**config.mk**
```make
export PLATFORM = sky130hd
export DESIGN_NAME = build_file_tokenizer_core
export DESIGN_NICKNAME = d
export VERILOG_FILES = /design/src/hw/rtl/bft_pkg.sv /design/src/hw/rtl/bft_front.sv /design/src/hw/rtl/bft_back.sv /design/src/hw/rtl/bft_outq.sv /design/src/hw/rtl/build_file_tokenizer_core.sv
export SDC_FILE = /design/constraint.sdc
export NUM_CORES = 1
export LEC_CHECK = 0
export ABC_AREA = 1
export BUFFER_PORTS_ARGS = -buffer_cell sky130_fd_sc_hd__buf_2
export CAP_MARGIN = 20
export CORE_MARGIN = 10
export CORE_UTILIZATION = 57
export CTS_CLUSTER_DIAMETER = 120
export CTS_CLUSTER_SIZE = 24
export DETAILED_ROUTE_END_ITERATION = 8
export GPL_ROUTABILITY_DRIVEN = 0
export PLACE_DENSITY = 0.78
export SLEW_MARGIN = 25
export SYNTH_ARGS = -nofsm -noshare
export SYNTH_HDL_FRONTEND = slang
export SYNTH_SLANG_ARGS = --single-unit
```
**constraint.sdc**
```tcl
create_clock -name clk_i -period 4.6 [get_ports clk_i]
set_input_delay 0.69 -clock clk_i [delete_from_list [all_inputs] [get_ports clk_i]]
set_output_delay 0.69 -clock clk_i [all_outputs]
set_load 0.03 [all_outputs]
```
**src/hw/rtl/bft_pkg.sv**
```systemverilog
// ----------------------------------------------------------------------------
// Build-file tokenizer package
// Shared types, token codes and keyword tables for the tokenizer blocks.
// ----------------------------------------------------------------------------
`default_nettype none

package bft_pkg;

  // Scanner phases of the back part.
  typedef enum logic [3:0] {
    PH_LINE,
    PH_MID,
    PH_WORD,
    PH_PIPE,
    PH_SPACES,
    PH_CR,
    PH_COMMENT,
    PH_COMMENT_CR,
    PH_DONE,
    PH_ERROR
  } phase_e;

  // Byte classes produced by the front part.
  typedef enum logic [3:0] {
    CL_IDENT,
    CL_HASH,
    CL_PIPE,
    CL_CR,
    CL_LF,
    CL_EQUALS,
    CL_COLON,
    CL_SPACE,
    CL_BAD,
    CL_EOF
  } cls_e;

  // Token kinds; keywords take the codes 0 to NUM_KW-1 in table order.
  localparam logic [3:0] TK_IDENT   = 4'd6;
  localparam logic [3:0] TK_COLON   = 4'd7;
  localparam logic [3:0] TK_EQUALS  = 4'd8;
  localparam logic [3:0] TK_PIPE    = 4'd9;
  localparam logic [3:0] TK_PIPE2   = 4'd10;
  localparam logic [3:0] TK_NEWLINE = 4'd11;
  localparam logic [3:0] TK_INDENT  = 4'd12;
  localparam logic [3:0] TK_EOF     = 4'd13;
  localparam logic [3:0] TK_BADCHAR = 4'd14;
  localparam logic [3:0] TK_BADCR   = 4'd15;

  localparam int NUM_KW = 6;
  localparam int KW_BYTES = 8;

  // Keyword text with its first character in the lowest byte, so the
  // literals read backwards; unused upper bytes are zero.
  localparam logic [8*KW_BYTES-1:0] KW_TEXT [NUM_KW] = '{
    64'("dliub"),
    64'("tluafed"),
    64'("edulcni"),
    64'("loop"),
    64'("elur"),
    64'("ajninbus")
  };
  localparam logic [3:0] KW_LEN [NUM_KW] = '{4'd5, 4'd7, 4'd7, 4'd4, 4'd4, 4'd8};

  localparam int IQ_DEPTH = 4;
  localparam int OQ_DEPTH = 4;

  typedef struct packed {
    cls_e       cls;
    logic [7:0] data;
  } item_t;

  typedef struct packed {
    logic [3:0]  kind;
    logic [31:0] start;
    logic [15:0] len;
    logic        last;
  } token_t;

  // Up to two tokens written into the result queue in one cycle.
  typedef struct packed {
    logic [1:0] cnt;
    token_t     t0;
    token_t     t1;
  } tok_pair_t;

endpackage

`default_nettype wire

```
**src/hw/rtl/bft_front.sv**
```systemverilog
// ----------------------------------------------------------------------------
// Tokenizer front part
// Accepts bytes, classifies each one and holds it in a short queue.
// ----------------------------------------------------------------------------
`default_nettype none

module bft_front
  import bft_pkg::*;
(
  input  wire logic       clk_i,
  input  wire logic       rst_ni,
  input  wire logic       push,
  output logic            full,
  input  wire logic [7:0] byte_value_i,
  input  wire logic       end_of_input_i,
  output item_t           item_o,
  output logic            item_valid_o,
  input  wire logic       item_take_i
);

  localparam int PW = $clog2(IQ_DEPTH);
  localparam int CW = $clog2(IQ_DEPTH + 1);

  item_t           mem_q [IQ_DEPTH];
  logic [PW-1:0]   wp_q, rp_q;
  logic [CW-1:0]   count_q, count_d;
  cls_e            cls;
  logic            wr, rd;

  always_comb begin
    if (end_of_input_i) begin
      cls = CL_EOF;
    end else begin
      unique case (byte_value_i) inside
        ["0":"9"], ["a":"z"], ["A":"Z"], "_", ".", "-": cls = CL_IDENT;
        "#":     cls = CL_HASH;
        "|":     cls = CL_PIPE;
        8'h0d:   cls = CL_CR;
        8'h0a:   cls = CL_LF;
        "=":     cls = CL_EQUALS;
        ":":     cls = CL_COLON;
        " ":     cls = CL_SPACE;
        default: cls = CL_BAD;
      endcase
    end
  end

  assign full         = (count_q == CW'(IQ_DEPTH));
  assign wr           = push && !full;
  assign item_valid_o = (count_q != '0);
  assign rd           = item_take_i && item_valid_o;
  assign item_o       = mem_q[rp_q];

  always_comb begin
    count_d = count_q;
    if (wr && !rd) begin
      count_d = count_q + 1'b1;
    end else if (rd && !wr) begin
      count_d = count_q - 1'b1;
    end
  end

  always_ff @(posedge clk_i or negedge rst_ni) begin
    if (!rst_ni) begin
      wp_q    <= '0;
      rp_q    <= '0;
      count_q <= '0;
    end else begin
      count_q <= count_d;
      if (wr) begin
        wp_q <= wp_q + 1'b1;
      end
      if (rd) begin
        rp_q <= rp_q + 1'b1;
      end
    end
  end

  always_ff @(posedge clk_i) begin
    if (wr) begin
      mem_q[wp_q] <= '{cls: cls, data: byte_value_i};
    end
  end

  a_fill_bounded: assert property (@(posedge clk_i) disable iff (!rst_ni)
    count_q <= CW'(IQ_DEPTH))
    else $error("input queue fill count above its depth");

endmodule

`default_nettype wire

```
**src/hw/rtl/bft_back.sv**
```systemverilog
// ----------------------------------------------------------------------------
// Tokenizer back part
// Scanner state machine: turns classified bytes into zero to two tokens.
// ----------------------------------------------------------------------------
`default_nettype none

module bft_back
  import bft_pkg::*;
#(
  parameter int KEYWORD_CHARS = 8,
  parameter int OFFSET_BITS   = 32,
  parameter int LENGTH_BITS   = 16
) (
  input  wire logic  clk_i,
  input  wire logic  rst_ni,
  input  wire item_t item_i,
  input  wire logic  item_valid_i,
  output logic       item_take_o,
  input  wire logic  room_i,
  output tok_pair_t  wr_o
);

  localparam int IW = (KEYWORD_CHARS > 1) ? $clog2(KEYWORD_CHARS) : 1;
  localparam int OW = (OFFSET_BITS > 32) ? OFFSET_BITS : 32;
  localparam int LX = (LENGTH_BITS > 16) ? LENGTH_BITS : 16;

  phase_e                 state_q, state_d;
  logic [7:0]             word_q [KEYWORD_CHARS];
  logic [7:0]             word_d [KEYWORD_CHARS];
  logic [LENGTH_BITS-1:0] len_q, len_d;
  logic [OFFSET_BITS-1:0] pend_q, pend_d;
  logic [OFFSET_BITS-1:0] pos_q, pos_d;

  logic        take, halted, disp, line_start;
  logic        pre_v, disp_v;
  token_t      pre_tok, disp_tok, flush_tok;
  logic [63:0] word_lo;
  logic        kw_hit;
  logic [3:0]  kw_kind;
  logic [LX-1:0] len_x;
  logic [15:0] len_sat;
  cls_e        cls;

  function automatic token_t mk_tok(logic [3:0] kind, logic [OFFSET_BITS-1:0] start,
                                    logic [15:0] len);
    token_t t;
    logic [OW-1:0] sx;
    sx      = OW'(start);
    t.kind  = kind;
    t.start = sx[31:0];
    t.len   = len;
    t.last  = 1'b0;
    return t;
  endfunction

  assign cls         = item_i.cls;
  assign take        = item_valid_i && room_i;
  assign item_take_o = take;
  assign halted      = (state_q == PH_DONE) || (state_q == PH_ERROR);

  // Bytes past the stored prefix are zero, so a length match plus a match
  // of the first eight bytes identifies a keyword.
  always_comb begin
    for (int i = 0; i < KW_BYTES; i++) begin
      word_lo[8*i +: 8] = word_q[i];
    end
    kw_hit  = 1'b0;
    kw_kind = '0;
    for (int k = 0; k < NUM_KW; k++) begin
      if (!kw_hit && len_q == LENGTH_BITS'(KW_LEN[k]) && word_lo == KW_TEXT[k]) begin
        kw_hit  = 1'b1;
        kw_kind = 4'(k);
      end
    end
  end

  assign len_x   = LX'(len_q);
  assign len_sat = (len_x > LX'(16'hFFFF)) ? 16'hFFFF : len_x[15:0];
  assign flush_tok = kw_hit ? mk_tok(kw_kind, pend_q, 16'd0)
                            : mk_tok(TK_IDENT, pend_q, len_sat);

  always_comb begin
    state_d    = state_q;
    pend_d     = pend_q;
    pos_d      = pos_q;
    word_d     = word_q;
    len_d      = len_q;
    pre_v      = 1'b0;
    pre_tok    = '0;
    disp_v     = 1'b0;
    disp_tok   = '0;
    disp       = 1'b0;
    line_start = 1'b0;

    if (take && !halted) begin
      if (cls != CL_EOF) begin
        pos_d = pos_q + 1'b1;
      end
      unique case (state_q)
        PH_LINE: begin
          disp       = 1'b1;
          line_start = 1'b1;
        end
        PH_MID: begin
          disp = 1'b1;
        end
        PH_WORD: begin
          if (cls == CL_IDENT) begin
            if (len_q < LENGTH_BITS'(KEYWORD_CHARS)) begin
              word_d[len_q[IW-1:0]] = item_i.data;
            end
            if (len_q != '1) begin
              len_d = len_q + 1'b1;
            end
          end else begin
            pre_v   = 1'b1;
            pre_tok = flush_tok;
            disp    = 1'b1;
          end
        end
        PH_PIPE: begin
          pre_v = 1'b1;
          if (cls == CL_PIPE) begin
            pre_tok = mk_tok(TK_PIPE2, pend_q, 16'd0);
            state_d = PH_MID;
          end else begin
            pre_tok = mk_tok(TK_PIPE, pend_q, 16'd0);
            disp    = 1'b1;
          end
        end
        PH_SPACES: begin
          case (cls)
            CL_SPACE: ;
            CL_LF: begin
              pre_v   = 1'b1;
              pre_tok = mk_tok(TK_NEWLINE, pos_q, 16'd0);
              state_d = PH_LINE;
            end
            CL_HASH: state_d = PH_COMMENT;
            default: begin
              pre_v   = 1'b1;
              pre_tok = mk_tok(TK_INDENT, pend_q, 16'd0);
              disp    = 1'b1;
            end
          endcase
        end
        PH_CR: begin
          pre_v = 1'b1;
          if (cls == CL_LF) begin
            pre_tok = mk_tok(TK_NEWLINE, pend_q, 16'd0);
            state_d = PH_LINE;
          end else begin
            pre_tok = mk_tok(TK_BADCR, pos_q, 16'd0);
            state_d = PH_ERROR;
          end
        end
        PH_COMMENT: begin
          case (cls)
            CL_EOF: begin
              pre_v   = 1'b1;
              pre_tok = mk_tok(TK_EOF, pos_q, 16'd0);
              state_d = PH_DONE;
            end
            CL_CR:   state_d = PH_COMMENT_CR;
            CL_LF:   state_d = PH_LINE;
            default: ;
          endcase
        end
        PH_COMMENT_CR: begin
          if (cls == CL_LF) begin
            state_d = PH_LINE;
          end else begin
            pre_v   = 1'b1;
            pre_tok = mk_tok(TK_BADCR, pos_q, 16'd0);
            state_d = PH_ERROR;
          end
        end
        default: ;
      endcase
    end

    // Handling of a byte as the start of something new.
    if (disp) begin
      unique case (cls)
        CL_EOF: begin
          disp_v   = 1'b1;
          disp_tok = mk_tok(TK_EOF, pos_q, 16'd0);
          state_d  = PH_DONE;
        end
        CL_HASH: state_d = PH_COMMENT;
        CL_PIPE: begin
          state_d = PH_PIPE;
          pend_d  = pos_q;
        end
        CL_CR: begin
          state_d = PH_CR;
          pend_d  = pos_q;
        end
        CL_LF: begin
          disp_v   = 1'b1;
          disp_tok = mk_tok(TK_NEWLINE, pos_q, 16'd0);
          state_d  = PH_LINE;
        end
        CL_EQUALS: begin
          disp_v   = 1'b1;
          disp_tok = mk_tok(TK_EQUALS, pos_q, 16'd0);
          state_d  = PH_MID;
        end
        CL_COLON: begin
          disp_v   = 1'b1;
          disp_tok = mk_tok(TK_COLON, pos_q, 16'd0);
          state_d  = PH_MID;
        end
        CL_SPACE: begin
          if (line_start) begin
            state_d = PH_SPACES;
            pend_d  = pos_q;
          end else begin
            state_d = PH_MID;
          end
        end
        CL_IDENT: begin
          for (int i = 0; i < KEYWORD_CHARS; i++) begin
            word_d[i] = 8'h00;
          end
          word_d[0] = item_i.data;
          len_d     = LENGTH_BITS'(1);
          pend_d    = pos_q;
          state_d   = PH_WORD;
        end
        default: begin
          disp_v   = 1'b1;
          disp_tok = mk_tok(TK_BADCHAR, pos_q, 16'd0);
          state_d  = PH_ERROR;
        end
      endcase
    end

    // Pack the tokens into the write slots and flag the final one.
    wr_o.cnt = 2'(pre_v) + 2'(disp_v);
    wr_o.t0  = pre_v ? pre_tok : disp_tok;
    wr_o.t1  = disp_tok;
    if (pre_v && disp_v) begin
      wr_o.t1.last = 1'b1;
    end else begin
      wr_o.t0.last = 1'b1;
    end
  end

  always_ff @(posedge clk_i or negedge rst_ni) begin
    if (!rst_ni) begin
      state_q <= PH_LINE;
      len_q   <= '0;
      pend_q  <= '0;
      pos_q   <= '0;
    end else begin
      state_q <= state_d;
      len_q   <= len_d;
      pend_q  <= pend_d;
      pos_q   <= pos_d;
    end
  end

  always_ff @(posedge clk_i or negedge rst_ni) begin
    if (!rst_ni) begin
      for (int i = 0; i < KEYWORD_CHARS; i++) begin
        word_q[i] <= 8'h00;
      end
    end else begin
      word_q <= word_d;
    end
  end

  a_done_sticky: assert property (@(posedge clk_i) disable iff (!rst_ni)
    state_q == PH_DONE |=> state_q == PH_DONE)
    else $error("scanner left the end-of-file state");

  a_pos_step: assert property (@(posedge clk_i) disable iff (!rst_ni)
    take && !halted && cls != CL_EOF |=> pos_q == OFFSET_BITS'($past(pos_q) + 1'b1))
    else $error("byte offset did not advance on a taken byte");

  a_no_emit_halted: assert property (@(posedge clk_i) disable iff (!rst_ni)
    halted |=> pos_q == $past(pos_q))
    else $error("byte offset moved after the scanner stopped");

endmodule

`default_nettype wire

```
**src/hw/rtl/bft_outq.sv**
```systemverilog
// ----------------------------------------------------------------------------
// Tokenizer result queue
// Takes up to two tokens a cycle from the scanner and hands out one a cycle.
// ----------------------------------------------------------------------------
`default_nettype none

module bft_outq
  import bft_pkg::*;
(
  input  wire logic      clk_i,
  input  wire logic      rst_ni,
  input  wire tok_pair_t wr_i,
  output logic           room_o,
  input  wire logic      pop,
  output logic           empty,
  output token_t         head_o
);

  localparam int PW = $clog2(OQ_DEPTH);
  localparam int CW = $clog2(OQ_DEPTH + 1);

  token_t        mem_q [OQ_DEPTH];
  logic [PW-1:0] wp_q, rp_q;
  logic [CW-1:0] count_q;
  logic          rd;

  assign empty  = (count_q == '0);
  assign rd     = pop && !empty;
  assign head_o = mem_q[rp_q];
  // Room is judged without the pop of this cycle, so two slots always fit.
  assign room_o = (count_q <= CW'(OQ_DEPTH - 2));

  always_ff @(posedge clk_i or negedge rst_ni) begin
    if (!rst_ni) begin
      wp_q    <= '0;
      rp_q    <= '0;
      count_q <= '0;
    end else begin
      wp_q    <= wp_q + PW'(wr_i.cnt);
      count_q <= count_q + CW'(wr_i.cnt) - CW'(rd);
      if (rd) begin
        rp_q <= rp_q + 1'b1;
      end
    end
  end

  always_ff @(posedge clk_i) begin
    if (wr_i.cnt != 2'd0) begin
      mem_q[wp_q] <= wr_i.t0;
    end
    if (wr_i.cnt == 2'd2) begin
      mem_q[PW'(wp_q + 1'b1)] <= wr_i.t1;
    end
  end

  a_no_overflow: assert property (@(posedge clk_i) disable iff (!rst_ni)
    wr_i.cnt != 2'd0 |-> count_q <= CW'(OQ_DEPTH - 2))
    else $error("token written without room in the result queue");

  a_fill_bounded: assert property (@(posedge clk_i) disable iff (!rst_ni)
    count_q <= CW'(OQ_DEPTH))
    else $error("result queue fill count above its depth");

endmodule

`default_nettype wire

```
**src/hw/rtl/build_file_tokenizer_core.sv**
```systemverilog
// ----------------------------------------------------------------------------
// Build-file tokenizer core
// Byte-stream tokenizer for build descriptions with keyword recognition.
// ----------------------------------------------------------------------------
// Flow: an accepted byte is written into the input queue; the scanner then
// takes it and, while the result queue has room, writes its tokens into the
// result queue, whose head drives the result ports. A word, pipe, CR or
// indent is only closed by the byte that follows it.
// Throughput: one byte per cycle; the scanner stalls only while the result
// queue has fewer than two free slots, and results leave at one per cycle.
// Reset: asynchronous, active low; queues empty, scanner at line start, byte
// offset zero. No clearing pass is needed.
`default_nettype none

module build_file_tokenizer_core
  import bft_pkg::*;
#(
  parameter int KEYWORD_CHARS = 8,
  parameter int OFFSET_BITS   = 32,
  parameter int LENGTH_BITS   = 16
) (
  input  wire logic        clk_i,
  input  wire logic        rst_ni,
  input  wire logic        push,
  output logic             full,
  input  wire logic [7:0]  byte_value_i,
  input  wire logic        end_of_input_i,
  output logic             empty,
  input  wire logic        pop,
  output logic [3:0]       token_kind_o,
  output logic [31:0]      token_start_o,
  output logic [15:0]      token_length_o,
  output logic             last_of_run_o
);

  item_t     item;
  logic      item_valid, item_take, room;
  tok_pair_t wr;
  token_t    head;

  bft_front u_front (
    .clk_i          (clk_i),
    .rst_ni         (rst_ni),
    .push           (push),
    .full           (full),
    .byte_value_i   (byte_value_i),
    .end_of_input_i (end_of_input_i),
    .item_o         (item),
    .item_valid_o   (item_valid),
    .item_take_i    (item_take)
  );

  bft_back #(
    .KEYWORD_CHARS (KEYWORD_CHARS),
    .OFFSET_BITS   (OFFSET_BITS),
    .LENGTH_BITS   (LENGTH_BITS)
  ) u_back (
    .clk_i        (clk_i),
    .rst_ni       (rst_ni),
    .item_i       (item),
    .item_valid_i (item_valid),
    .item_take_o  (item_take),
    .room_i       (room),
    .wr_o         (wr)
  );

  bft_outq u_outq (
    .clk_i  (clk_i),
    .rst_ni (rst_ni),
    .wr_i   (wr),
    .room_o (room),
    .pop    (pop),
    .empty  (empty),
    .head_o (head)
  );

  assign token_kind_o   = head.kind;
  assign token_start_o  = head.start;
  assign token_length_o = head.len;
  assign last_of_run_o  = head.last;

endmodule

`default_nettype wire
```
==> results of run 1 <==
-- routing by layer --
layer | GRT usage | share of wire | routed length (µm)
met3 | 0.0343 | 0.11 | 6940
met2 | 0.397 | 0.45 | 28200
met5 | 0 | 0 | 0
met1 | 0.361 | 0.41 | 25900
met4 | 0.0877 | 0.029 | 1800
-- worst max-delay path by stage --
stage                     slack (ns)                        start                               end  cells after the start
after floorplan                 0.05  u_front.rp_q[0]$_DFFE_PN0P_  u_outq.mem_q[2][10]$_SDFFE_PP0P_                     22
after global placement          0.97  u_front.rp_q[0]$_DFFE_PN0P_     u_outq.mem_q[2][35]$_DFFE_PP_                     16
after detailed placement        0.82  u_front.rp_q[0]$_DFFE_PN0P_     u_outq.mem_q[1][35]$_DFFE_PP_                     16
after CTS                       0.78  u_front.rp_q[0]$_DFFE_PN0P_     u_outq.mem_q[1][35]$_DFFE_PP_                     16
after global routing            0.44  u_front.rp_q[1]$_DFFE_PN0P_     u_outq.mem_q[3][47]$_DFFE_PP_                     16
final                           0.69  u_front.rp_q[0]$_DFFE_PN0P_     u_outq.mem_q[1][35]$_DFFE_PP_                     16
-- area by class of cell --
cell class	instances	share of cell area
Antenna cell	1	0.000106
Clock buffer	36	0.0246
Clock inverter	1	0.000476
Inverter	195	0.0310
Multi-Input combinational cell	2044	0.414
Sequential cell	422	0.474
Tap cell	518	0.0274
Timing Repair Buffer	109	0.0284
-- state kept, by name, summed over array words and instances (netlist names) --
| name | count |
|---|---|
| u_outq.mem_q | 212 |
| u_outq.count_q | 3 |
| u_back.len_q | 16 |
| u_front.rp_q | 2 |
| u_front.mem_q | 48 |
| u_front.wp_q | 2 |
| u_back.state_q | 4 |
| u_outq.wp_q | 2 |
| u_back.pend_q | 32 |
| u_outq.rp_q | 2 |
| u_back.word_lo | 64 |
| u_back.pos_q | 32 |
| u_front.count_q | 3 |
-- critical path: stages, from the launching register on --
cell and delay (ns):
dfrtp_1 0.54, buf_4 0.28, nand2_1 0.07, nand3_1 0.16, nand2_4 0.13, a21oi_2 0.22
nand2_2 0.14, o21ai_1 0.23, nor2_1 0.08, nand2_1 0.06, nand2_1 0.10, buf_4 0.25
ha_1 0.29, nor3_2 0.26, inv_1 0.11, nand2_2 0.07, buf_4 0.53
-- kinds of logic after synthesis --
kind of cell	count (synthesis)
xor gates and xnor gates	49
buffers and inverters	356
AOI/OAI and AO/OA	397
and+or+nand+nor	1580
muxes	1
DFF	422
adders and majority gates	17
-- metrics by stage --
stage               std cells  utilization  hold WS (ns)  instance area [µm²]
finish                   3326        0.611         0.180                23700
global route             3325        0.611         0.241                23700
CTS                      3325        0.610         0.219                23600
detailed placement       3288        0.595         0.440                23000
global placement         3288        0.595         0.432                23000
floorplan                2822            -         0.394                22400
-- cell usage in the layout (no fill, tap or decap), types with 3 or more instances in the layout --
cell / instances
nor3b_1: 3
o21ai_2: 4
inv_1: 182
clkbuf_1: 15
o21ai_1: 12
nand2_1: 719
nor3_2: 10
nand4_1: 54
o211ai_1: 3
ha_1: 15
a31oi_1: 3
nand2_2: 13
edfxtp_1: 196
dfrtp_1: 160
nor2_2: 12
xnor2_1: 5
o21ai_0: 236
nand2_4: 6
dfxtp_1: 64
buf_4: 40
inv_2: 12
clkbuf_16: 21
buf_2: 66
nand3_1: 386
nand3_2: 5
xor2_1: 44
nor4_1: 8
a21oi_2: 14
o22ai_2: 3
nor3_1: 37
a21oi_1: 57
nor2_1: 316
o22ai_1: 59
nand3b_1: 3
-- power by group --
part / total [mW] / switching [mW] / internal [mW] / leakage (nW)
combinational: 6.10 / 4.71 / 1.39 / 5.02
clock: 2.09 / 1.21 / 0.877 / 0.283
sequential: 4.82 / 0.352 / 4.47 / 4.56
==> metrics.csv, run 1 <==
metric,value,unit
synthMuxAreaShare,0.000502,
synthSimpleGateAreaFrac,0.306,
cts.clk_slew.worst_paths,0.10,ns
worstMarginPinSlew,1.07,ns
area_growth,5.57,%
hold_violations,0,
root_buffer,clkbuf_16,
synth_edf_count,196,
peakVddDrop,0.386,mV
synthCells,2822,
dr.pass1.iters,6,
synth.area.top_cells,"edfxtp_1 (26%), dfrtp_1 (18%), nand2_1 (12%)",
drt_wl_total,62800,µm
leakage,9.86,nW
ff_latch_area,0.0112,mm²
avgSynthCellArea,7.94,µm²
initial_utilization,0.579,
die_y,218,µm
grt_max_degree,109,
ys_seq_elements,422,
vias,20400,
multi_input_area,0.00978,mm²
async_flop_share,0.384,
pin_count,68,
period_needed,3.91,ns
drt_iter0_markers,3174,
maxSlewViolCount,0,
ys_top_cells_by_count,"nand2_1 (723), nand3_1 (386), nor2_1 (319)",
drive_gt1_frac,0.0794,
max_freq,0.256,GHz
dp_hpwl,39800,µm
synth.distinct_cells,49,
grt-ovfl-total,0,
r2r_cells,16,
antenna_found_initial,2,
crit_fanout,37,
fin_ws,0.687,ns
die_x,218,µm
io_buffer_count,67,
synth-xor-area-share,0.0191,
detail_route.vias_per_cell,6.14,
synth_ff_type,edfxtp_1,
reg2reg_from,u_front.rp_q[0]$_DFFE_PN0P_,
rrSetupSlack,0.69,ns
grt_pass1_wl,100000,µm
start_kind,flip-flop,
path_class,flip-flop to flip-flop,
clockBufferDepth,3,
fp-row-count,72,
ys_seq_area_frac,0.501,
maxCapViolCount,0,
cp_data_required_time,4.79,ns
synth_top_family_by_area,simple AND/OR/NAND/NOR gates,
rsz0062_at_grt,no,
finalSetupTns,0,ns
post_cts_buffers,0,
netlist_area,0.0224,mm²
finClkSkew,0.0230,ns
cts_hold_buf,0,
wl_per_cell,18.9,µm
die_area,0.0477,mm²
coreArea,0.0387,mm²
yosysTopAreaCell,edfxtp_1,
cts_resized,0,
syn_nets,2852,
cts_buffers,21,
nets,2823,
dp_slack,0.824,ns
clock-sinks,422,
slew_headroom,0.288,
synth_compound_area_frac,0.0966,
htreeDepth,1,
power,13.0,mW
synthAdderAreaFrac,0.0102,
power_density,550,mW/mm²
rr_endpoint,u_outq.mem_q[1][35]$_DFFE_PP_,
grt_usage,0.255,
yosysMostFrequentCell,nand2_1,
fillers,3332,
grt_pass1_vias,19100,
ys_warn_count,0,
drc,0,
cp-end-kind,flip-flop,
clock_latency,0.56,ns
status,"finished, final reports clean",
finalSetupViolCount,0,
finalCritPeriodShare,0.851,
cts_tree,done,
synth.top_cell.area_share,0.263,
ant_nets,0,
cp.arrival,4.10,ns
worst_hold_path_type,input port to async pin,
Power figures use the tool's default switching activity.
==> run 2: changes to the inputs <==
--- a/config.mk
+++ b/config.mk
@@ -14,6 +14,7 @@
 export CTS_CLUSTER_SIZE = 24
 export DETAILED_ROUTE_END_ITERATION = 8
 export GPL_ROUTABILITY_DRIVEN = 0
+export HOLD_SLACK_MARGIN = 0.03
 export PLACE_DENSITY = 0.78
 export SLEW_MARGIN = 25
 export SYNTH_ARGS = -nofsm -noshare
==> constraint.sdc (replaced) <==
create_clock -name clk_i -period 4.6 [get_ports clk_i]
set_input_delay 0.69 -clock clk_i [delete_from_list [all_inputs] [get_ports clk_i]]
set_output_delay 0.69 -clock clk_i [all_outputs]
set_load 0.01 [all_outputs]
==> run 2 against run 1 <==
Compared with the run above: sequential power is 1% higher; hold slack worse by 0.0064 ns; sequential cell count stayed put; fmax is 0.93% higher; design area hardly changed; sequential share of layout area hardly changed; clock-buffer cell count stayed put; first-iteration DRC count hardly changed.
==> metrics.csv, run 2 (synthesis results as in run 1) <==
metric,value,unit
cts_resized,0,
top_layer,met4,
worst_hold_path_type,input port to async pin,
final_cell_mix,"nand2_1 (719), nand3_1 (386), nor2_1 (316)",
htreeDepth,1,
max_freq,0.258,GHz
rsz0062_at_grt,no,
cp-end-kind,flip-flop,
finalSetupTns,0,ns
start_kind,flip-flop,
grt_max_degree,88,
maxSlewViolCount,0,
die_y,218,µm
worstMarginPinSlew,1.04,ns
vias,20300,
drt_iter0_markers,3173,
drive_gt1_frac,0.0798,
dr_wl_met3,7210,µm
cp.arrival,4.07,ns
dp_slack,0.822,ns
power_density,526,mW/mm²
rrSetupSlack,0.72,ns
grt_pass1_wl,100000,µm
crit_fanout,37,
die_x,218,µm
drt_wl_total,62500,µm
dp_hpwl,39900,µm
placed_cells,3288,
cts_buffers,21,
wl_met2,28200,µm
wl_met1,25300,µm
clockBufferDepth,3,
io_buffer_count,67,
layout_commonest_cell,nand2_1,
die_area,0.0477,mm²
clock-sinks,422,
wl_per_cell,18.8,µm
pin_count,68,
status,"finished, final reports clean",
detail_route.vias_per_cell,6.11,
grt_usage,0.256,
root_buffer,clkbuf_16,
cts_tree,done,
fp-row-count,72,
antenna_found_initial,0,
post_cts_buffers,0,
peakVddDrop,0.397,mV
cp_data_required_time,4.79,ns
grt_pass1_vias,19400,
cts_hold_buf,0,
ant_nets,0,
hold_violations,0,
nets,2824,
stdcell_count,3326,
fin_ws,0.723,ns
area_growth,5.57,%
slew_headroom,0.304,
finalSetupViolCount,0,
top_register,u_outq.mem_q,
leakage,9.86,nW
maxCapViolCount,0,
period_needed,3.88,ns
drc,0,
initial_utilization,0.579,
largest_reg_flops,212,
clock_latency,0.56,ns
finalCritPeriodShare,0.843,
cts.clk_slew.worst_paths,0.10,ns
coreArea,0.0387,mm²
grt-ovfl-total,0,
path_class,flip-flop to flip-flop,
dr.pass1.iters,7,
finClkSkew,0.0250,ns
diodes,0,
## run 2: cell count changes in the layout (fill, tap and decap cells not counted)
| cell | delta |
|---|---|
| buf_4 | +2 |
| buf_6 | -1 |
| diode_2 | -1 |
## run 2: area by class of cell
cell class              instances  area [µm²]
well taps                     518         648
multi-input cells            2044        9780
inverters                     195         734
clock inverters                 1        11.3
clock buffers                  36         582
fillers                      3326       15100
flip-flops and latches        422       11200
repair buffers                110         677
## run 2: layer usage
metal / global-route usage / vias up
li1: - / 9386
met1: 0.354 / 9507
met2: 0.403 / 1254
met3: 0.0460 / 190
met4: 0.0815 / 0
met5: 0 / -
## run 2: path summary, 6_finish.rpt
kind	cells past startpoint	start	to
worst min register to register	2	u_outq.mem_q[1][6]$_SDFFE_PP0P_	u_outq.mem_q[1][6]$_SDFFE_PP0P_
max in group asynchronous	2	rst_ni	u_back.pend_q[12]$_DFFE_PN0P_
worst min-delay path	1	rst_ni	u_front.count_q[2]$_DFFE_PN0P_
worst max register to register	17	u_front.rp_q[1]$_DFFE_PN0P_	u_outq.mem_q[0][38]$_DFFE_PP_
min in group clk_i	1	byte_value_i[6]	u_front.mem_q[0][6]$_DFFE_PP_
worst max-delay path	17	u_front.rp_q[1]$_DFFE_PN0P_	u_outq.mem_q[0][38]$_DFFE_PP_
## run 2: report_power, final
part / internal (mW) / switching (mW)
combinational: 1.39 / 4.09
clock: 0.877 / 1.19
sequential: 4.47 / 0.419
## run 2: worst max-delay path, stage by stage (launching register included)
cell	delay [ns]
dfrtp_1	0.67
inv_2	0.23
nand3_2	0.17
nand2_4	0.11
a21oi_2	0.21
nand2_2	0.13
o21ai_1	0.21
nor2_1	0.09
nand2_1	0.06
nand2_1	0.05
buf_4	0.22
inv_2	0.07
ha_1	0.24
inv_2	0.12
nor3_2	0.22
inv_1	0.10
nand2_2	0.07
buf_4	0.55
## run 2: per-stage QoR
step | hold slack [ns] | instance area (µm²) | utilization | power (mW)
5_1_grt | 0.256 | 23700 | 0.611 | 13.1
4_1_cts | 0.223 | 23600 | 0.610 | 12.3
3_5_place_dp | 0.440 | 23000 | 0.595 | 10.3
3_3_place_gp | 0.433 | 23000 | 0.595 | 10.1
2_1_floorplan | 0.394 | 22400 | - | 8.35
6_report | 0.174 | 23700 | 0.611 | 12.4
